`config.mk`:
```
export PLATFORM = sky130hd
export DESIGN_NAME = pulse_width_code_transmitter
export DESIGN_NICKNAME = d
export VERILOG_FILES = /design/src/hdl/pwct_pkg.sv /design/src/hdl/pulse_width_code_transmitter.sv
export SDC_FILE = /design/constraint.sdc
export NUM_CORES = 1
export LEC_CHECK = 0
export BUFFER_PORTS_ARGS = -buffer_cell sky130_fd_sc_hd__buf_2
export CORE_MARGIN = 2
export CORE_UTILIZATION = 60
export CTS_CLUSTER_SIZE = 30
export DETAILED_ROUTE_END_ITERATION = 7
export PLACE_DENSITY_LB_ADDON = 0.1
export SYNTH_ARGS = -nofsm -noshare
export SYNTH_HDL_FRONTEND = slang
export SYNTH_SLANG_ARGS = --single-unit
```
`constraint.sdc`:
```
create_clock -name i_clk -period 6.3 [get_ports i_clk]
set_clock_uncertainty 0.1 [all_clocks]
set_input_delay 0.315 -clock i_clk [delete_from_list [all_inputs] [get_ports i_clk]]
set_output_delay 0.315 -clock i_clk [all_outputs]
set_load 0.05 [all_outputs]
```
`src/hdl/pwct_pkg.sv`:
```
// Shared types, constants and helpers for the pulse width code transmitter.
package pwct_pkg;

    localparam int SYMBOLS   = 14;
    localparam int IDX_W     = $clog2(SYMBOLS);
    localparam int PAT_W     = 28;
    localparam int EXT_W     = 32;
    localparam int TICK_W    = 8;
    localparam int CFG_IDX_W = 3;
    localparam int CFG_W     = PAT_W;

    localparam logic [PAT_W-1:0]  RST_PATTERN_FRONT  = PAT_W'(138675264);
    localparam logic [PAT_W-1:0]  RST_PATTERN_GARAGE = PAT_W'(134480960);
    localparam logic [TICK_W-1:0] RST_ZERO_LOW       = TICK_W'(11);
    localparam logic [TICK_W-1:0] RST_ZERO_HIGH      = TICK_W'(6);
    localparam logic [TICK_W-1:0] RST_ONE_LOW        = TICK_W'(5);
    localparam logic [TICK_W-1:0] RST_ONE_HIGH       = TICK_W'(12);
    localparam logic [TICK_W-1:0] RST_PAUSE_LOW      = TICK_W'(204);
    localparam logic [IDX_W-1:0]  LAST_INDEX         = IDX_W'(SYMBOLS - 1);

    typedef enum logic [1:0] {
        SYM_ZERO  = 2'd0,
        SYM_ONE   = 2'd1,
        SYM_PAUSE = 2'd2,
        SYM_RSVD  = 2'd3
    } t_sym;

    typedef enum logic [CFG_IDX_W-1:0] {
        CFG_PATTERN_FRONT  = 3'd0,
        CFG_PATTERN_GARAGE = 3'd1,
        CFG_ZERO_LOW       = 3'd2,
        CFG_ZERO_HIGH      = 3'd3,
        CFG_ONE_LOW        = 3'd4,
        CFG_ONE_HIGH       = 3'd5,
        CFG_PAUSE_LOW      = 3'd6
    } t_cfg_idx;

    typedef struct packed {
        logic [TICK_W-1:0] zero_low;
        logic [TICK_W-1:0] zero_high;
        logic [TICK_W-1:0] one_low;
        logic [TICK_W-1:0] one_high;
        logic [TICK_W-1:0] pause_low;
    } t_timing;

    // Symbols past the pattern width read as zero symbols.
    function automatic t_sym symbol_at(input logic [PAT_W-1:0] pat,
                                       input logic [IDX_W-1:0] idx);
        logic [EXT_W-1:0] ext;
        ext = EXT_W'(pat);
        return t_sym'(ext[{idx, 1'b0} +: 2]);
    endfunction

    function automatic logic [TICK_W-1:0] phase_length(input t_sym sym,
                                                       input logic high,
                                                       input t_timing tm);
        logic [TICK_W-1:0] len;
        unique case (sym) inside
            SYM_ZERO:            len = high ? tm.zero_high : tm.zero_low;
            SYM_ONE:             len = high ? tm.one_high : tm.one_low;
            SYM_PAUSE, SYM_RSVD: len = high ? '0 : tm.pause_low;
            default:             len = '0;
        endcase
        return len;
    endfunction

endpackage

```
`src/hdl/pulse_width_code_transmitter.sv`:
```
// Pulse width code transmitter: button-started code sender with register port.
//
//  channel | handshake                  | payload
//  --------+----------------------------+-------------------------------------
//  in      | i_valid / o_stall          | i_button_front, i_button_garage, i_tick
//  out     | o_valid / i_stall          | o_tx_level, o_busy_lamp
//  cfg     | i_cfg_valid / o_cfg_ready  | i_cfg_index, i_cfg_data
//
// One beat in, one beat out; a beat is taken every cycle while the output is free.
// The result of a beat is registered and appears in the cycle after it is taken.
// o_stall rises only while a result is held by i_stall.
// Synchronous reset loads the default code and timing and makes the block idle.
module pulse_width_code_transmitter (
    input  logic                             i_clk,
    input  logic                             i_rst_n,
    input  logic                             i_valid,
    output logic                             o_stall,
    input  logic                             i_button_front,
    input  logic                             i_button_garage,
    input  logic                             i_tick,
    output logic                             o_valid,
    input  logic                             i_stall,
    output logic                             o_tx_level,
    output logic                             o_busy_lamp,
    input  logic                             i_cfg_valid,
    output logic                             o_cfg_ready,
    input  logic [pwct_pkg::CFG_IDX_W-1:0]   i_cfg_index,
    input  logic [pwct_pkg::CFG_W-1:0]       i_cfg_data
);
    import pwct_pkg::*;

    logic [PAT_W-1:0]  r_pattern_front;
    logic [PAT_W-1:0]  r_pattern_garage;
    t_timing           r_timing;

    logic              r_active;
    logic              r_code_select;
    logic [IDX_W-1:0]  r_symbol_index;
    logic [TICK_W-1:0] r_tick_count;
    logic              r_phase_high;
    logic              r_pin_level;
    logic              r_out_valid;

    logic              n_active;
    logic              n_code_select;
    logic [IDX_W-1:0]  n_symbol_index;
    logic [TICK_W-1:0] n_tick_count;
    logic              n_phase_high;
    logic              n_pin_level;

    logic              in_acc;
    logic              out_acc;
    logic              start;
    logic              stop;
    logic [IDX_W-1:0]  cur_index;
    logic [TICK_W-1:0] cur_count;
    logic              cur_phase;
    logic              cur_select;
    logic [TICK_W-1:0] cnt_inc;
    t_sym              sym;

    assign o_stall     = r_out_valid && i_stall;
    assign in_acc      = i_valid && !o_stall;
    assign out_acc     = r_out_valid && !i_stall;
    assign o_valid     = r_out_valid;
    assign o_tx_level  = r_pin_level;
    assign o_busy_lamp = r_active;
    assign o_cfg_ready = 1'b1;

    always_ff @(posedge i_clk) begin
        if (!i_rst_n) begin
            r_pattern_front    <= RST_PATTERN_FRONT;
            r_pattern_garage   <= RST_PATTERN_GARAGE;
            r_timing.zero_low  <= RST_ZERO_LOW;
            r_timing.zero_high <= RST_ZERO_HIGH;
            r_timing.one_low   <= RST_ONE_LOW;
            r_timing.one_high  <= RST_ONE_HIGH;
            r_timing.pause_low <= RST_PAUSE_LOW;
        end else if (i_cfg_valid && o_cfg_ready) begin
            unique case (i_cfg_index)
                CFG_PATTERN_FRONT:  r_pattern_front    <= i_cfg_data;
                CFG_PATTERN_GARAGE: r_pattern_garage   <= i_cfg_data;
                CFG_ZERO_LOW:       r_timing.zero_low  <= i_cfg_data[TICK_W-1:0];
                CFG_ZERO_HIGH:      r_timing.zero_high <= i_cfg_data[TICK_W-1:0];
                CFG_ONE_LOW:        r_timing.one_low   <= i_cfg_data[TICK_W-1:0];
                CFG_ONE_HIGH:       r_timing.one_high  <= i_cfg_data[TICK_W-1:0];
                CFG_PAUSE_LOW:      r_timing.pause_low <= i_cfg_data[TICK_W-1:0];
                default: begin
                end
            endcase
        end
    end

    // Start or stop first, then advance the symbol timing on a tick.
    always_comb begin
        start = !r_active && (i_button_front || i_button_garage);
        stop  = r_active && !i_button_front && !i_button_garage;

        n_active   = start ? 1'b1 : (stop ? 1'b0 : r_active);
        cur_select = start ? !i_button_front : r_code_select;
        cur_index  = start ? '0 : r_symbol_index;
        cur_count  = start ? '0 : r_tick_count;
        cur_phase  = start ? 1'b0 : r_phase_high;

        sym     = symbol_at(cur_select ? r_pattern_garage : r_pattern_front, cur_index);
        cnt_inc = cur_count + TICK_W'(1);

        n_code_select  = cur_select;
        n_symbol_index = cur_index;
        n_tick_count   = cur_count;
        n_phase_high   = cur_phase;
        n_pin_level    = r_pin_level;

        if (n_active && i_tick) begin
            n_pin_level  = cur_phase;
            n_tick_count = cnt_inc;
            if (cnt_inc >= phase_length(sym, cur_phase, r_timing)) begin
                if (cur_phase) begin
                    n_symbol_index = (cur_index < LAST_INDEX)
                                   ? cur_index + IDX_W'(1) : '0;
                end
                n_tick_count = '0;
                n_phase_high = !cur_phase;
            end
        end
    end

    always_ff @(posedge i_clk) begin
        if (!i_rst_n) begin
            r_active       <= 1'b0;
            r_code_select  <= 1'b0;
            r_symbol_index <= '0;
            r_tick_count   <= '0;
            r_phase_high   <= 1'b0;
            r_pin_level    <= 1'b0;
            r_out_valid    <= 1'b0;
        end else begin
            if (in_acc) begin
                r_active       <= n_active;
                r_code_select  <= n_code_select;
                r_symbol_index <= n_symbol_index;
                r_tick_count   <= n_tick_count;
                r_phase_high   <= n_phase_high;
                r_pin_level    <= n_pin_level;
                r_out_valid    <= 1'b1;
            end else if (out_acc) begin
                r_out_valid    <= 1'b0;
            end
        end
    end

    a_stall_only_when_held: assert property (@(posedge i_clk) disable iff (!i_rst_n)
        o_stall |-> (r_out_valid && i_stall))
        else $error("stall raised without a held result");

    a_index_in_range: assert property (@(posedge i_clk) disable iff (!i_rst_n)
        r_symbol_index <= LAST_INDEX)
        else $error("symbol index past last symbol");

    a_release_stops: assert property (@(posedge i_clk) disable iff (!i_rst_n)
        (in_acc && !i_button_front && !i_button_garage) |=> !o_busy_lamp)
        else $error("busy lamp still lit after buttons released");

    a_state_holds: assert property (@(posedge i_clk) disable iff (!i_rst_n)
        !in_acc |=> ($stable(r_symbol_index) && $stable(r_tick_count)
                     && $stable(o_tx_level) && $stable(o_busy_lamp)))
        else $error("state moved without an input beat");

endmodule
```
==> metrics.md <==
| Metric | Value |
|---|---|
| Outcome | completed |
| DRC viols | 0 |
| Die span in x | 99.52 um |
| First-pass GRT wire length | 25,200 um |
| Vias in the first global route | 5,218 |
| TritonCTS buffer count | 17 |
| Leak | 0.002583 uW |
| Min Tclk post-route | 5.562 ns |
| Worst path buffer plus inverter count | 1 |
| # Max-Cap Violations | 0 |
| Max H-tree Level | 4 |
| Filler cells | 675 |
| RD Place Congestion | 0.8253 |
| Post-route ant nets | 0 |
| Multi-input combinational cell area | 0.003012 mm2 |
| Root Buffer | clkbuf_8 |
| Final setup viols | 0 |
| DR top layer | met5 |
| Crit. End Element | flop |
| GRT Util Overall | 32.19% |
| Largest net degree at the start of global routing | 88 |
| Worst setup margin | 0.7376 ns |
| CP cell instances | and2b_4, o21ai_4, a221oi_1, a2111oi_0, a311oi_1, a311oi_4, buf_4, mux4_2, mux2_4, ha_1, nand2b_1, a21o_1, a21o_1, a21oi_1, o21ai_0, nand3_1, or4_1, a31oi_1 |
| DRT Pass-1 Iters | 6 |
| Hold path start | i_cfg_data[7] |
| Clk_lat worst skew | 0.53 ns |
| DIE AREA | 0.009903 mm2 |
| Most common cell after layout, fill and taps aside | nand2_1 |
| Synth Area per Inst | 7.865 um2 |
| Worst R2R Start | o_busy_lamp |
| Synth Warn # | 0 |
| Pwr dens | 286.4 mW/mm2 |
| Chip Height | 99.52 um |
| FF+latch area | 0.002262 mm2 |
| Clock tree buffer depth | 2 |
| Max Transition Viols Final | 0 |
| Synth Register Bits | 113 |
| I/O Buffers | 42 |
| Post-DR wirelength/cell | 17.36 um |
| Routed WL | 15,120 um |
| CP startpoint kind | flop |
| Worst Path Required | 6.64 ns |
| HP Class | in -> reg |
| Initial Utilization | 62.46% |
| Setup TNS Final | 0 ns |
| Critical path launch point | o_busy_lamp |
| Critical Path Most Common Cell | a21o_1 |
| Critical Path AT | 5.90 ns |
| RSZ-0062 raised after global routing | false |
| DRT iter0 DRCs | 317 |
| Routed met3 length | 1152 um |
| DP HPWL | 9461 um |
| Met2 WL | 7171 um |
| Worst Path Class, Setup | reg -> reg |
| Antenna cells | 0 |
| FMAX | 179.8 MHz |
| Wl on met1 | 6350 um |
| Row count | 34 |
| Sequential-to-total area share from yosys stat | 41.33% |
| Syn-to-layout area delta | 19.89% |
| Core Area | 0.008763 mm2 |
| Period utilization | 88.29% |
| Post-synth EDFFs | 0 |
| Syn_nets | 746 |
| Crit-path slowest cell | or4_1 |
| Slew of the pin with the lowest slew margin | 1.146 ns |
| Max incr delay on CP | 0.55 ns |
| Via count | 5,314 |
| Grt ovf | 0 |
| Sink Count | 113 |
| Vias/cell | 6.101 |
| Worst path top cell family by delay | compound AO/OA/AOI/OAI gates |
| Hold Violations, Final | 0 |
| CTS tree | yes |
| Clock-pin slew on the worst setup and hold paths | 0.06 ns |
| I/O pins | 44 |
| Final nets | 800 |
| Most frequent cells in the layout | 228 x nand2_1, 113 x dfxtp_1, 89 x a21oi_1, 42 x buf_2, 34 x nand3_1 |
| Layout cells sized above 1 | 12.58% |
| Synth unique cells | 56 |
| Worst-path fanout max | 19 |
| Ys flop type | dfxtp_1 |
| Worst IR Drop VDD | 0.0002144 V |
| Post-synth ARST share | 0% |
| Relative slew slack | 23.02% |
| Pre-CTS setup slack | 0.8732 ns |
| Synth Cell Area | 0.005474 mm2 |
| Synthesized netlist cell count | 696 |
| Initial antenna violation count | 1 |
-- stage by stage --
stage               hold WS (ns)  util, %  total power (uW)  cells  instance area (um2)
detailed placement        0.3435    65.01             903.6    813                 5697
global placement          0.3375    65.01             897.9    813                 5697
global route             0.03153    74.89              1932    871                 6563
floorplan                 0.3315        -             855.1    696                 5474
CTS                     0.001354    74.89              1883    871                 6563
finish                   0.01965    74.89              1879    871                 6563
-- synthesized netlist by cell type, types with 2 or more instances --
master	count	area, um2
a311oi_1	2	17.52
nand2b_1	7	43.79
and3_1	3	18.77
nor2b_1	5	31.28
a211oi_1	4	30.03
and2_1	11	68.82
nor2_1	30	112.6
xor2_1	3	26.28
nand2_1	228	855.8
inv_1	7	26.28
nand4_1	2	12.51
mux4_2	4	90.09
a21o_1	2	15.01
nor3_1	7	35.03
o21bai_1	3	22.52
mux2i_1	13	130.1
a211o_1	2	17.52
mux4_1	7	183.9
a32oi_1	5	43.79
o211ai_1	4	30.03
o221ai_1	2	17.52
o21a_1	3	22.52
o21ai_0	17	85.08
nand3_1	34	170.2
buf_6	2	22.52
a31oi_1	9	56.30
a22oi_1	2	15.01
a21oi_1	89	445.4
or4_1	3	22.52
buf_2	2	10.01
clkbuf_1	32	120.1
ha_1	11	137.6
buf_4	2	15.01
dfxtp_1	113	2262
xnor2_1	3	26.28
or3_1	3	18.77
-- what timing repair did --
item | CTS | global route
gates resized for setup | 0 | 0
setup buffers | 0 | 0
hold buffers | 26 | 0
hold endpoints to repair | 49 | 0
-- registers in the layout (all words and copies together), names as in the netlist --
signal	flops
o_busy_lamp	1
o_tx_level	1
o_valid	1
r_code_select	1
r_pattern_front	28
r_pattern_garage	28
r_phase_high	1
r_symbol_index	4
r_tick_count	8
r_timing	40
-- layer usage --
metal,GRT usage (%),up-vias
li1,-,2512
met1,41.33,2527
met2,51.56,228
met3,7.941,45
met4,14.44,2
met5,0,-
-- worst min-delay path, cell delays in order --
cell and delay [ns]:
buf_2 0.15, nand2_1 0.08, a21oi_1 0.05
-- final timing paths --
check | to | slack [ns] | depth (start not counted)
worst max-delay path | r_symbol_index[0] | 0.74 | 18
worst max register to register | r_symbol_index[0] | 0.74 | 18
worst min register to register | r_timing[1] | 0.35 | 2
worst min-delay path | r_timing[23] | 0.02 | 3
-- power by group --
group          switching (uW)  total, uW  internal, uW
Sequential               13.6        747           733
Clock                     355        974           619
Combinational            98.4        159          60.3
Total                     467       1880          1410
-- area by class of cell --
cell class | count | share of cell area [%]
Clock buffer | 22 | 7.359
Clock inverter | 10 | 1.868
Inverter | 10 | 0.6101
Multi-Input combinational cell | 535 | 45.89
Sequential cell | 113 | 34.47
Tap cell | 108 | 2.059
Timing Repair Buffer | 73 | 7.741
-- kinds of logic after synthesis --
kind of cell | share of synthesized area (%)
flip-flops | 41.33
AND/OR/NAND/NOR | 26.26
buffers and inverters | 3.794
AO/OA/AOI/OAI | 17.42
other | 0.06851
adder cells (fa/ha/maj) | 2.514
XOR/XNOR | 0.9602
multiplexers | 7.657
Power figures use the tool's default switching activity.
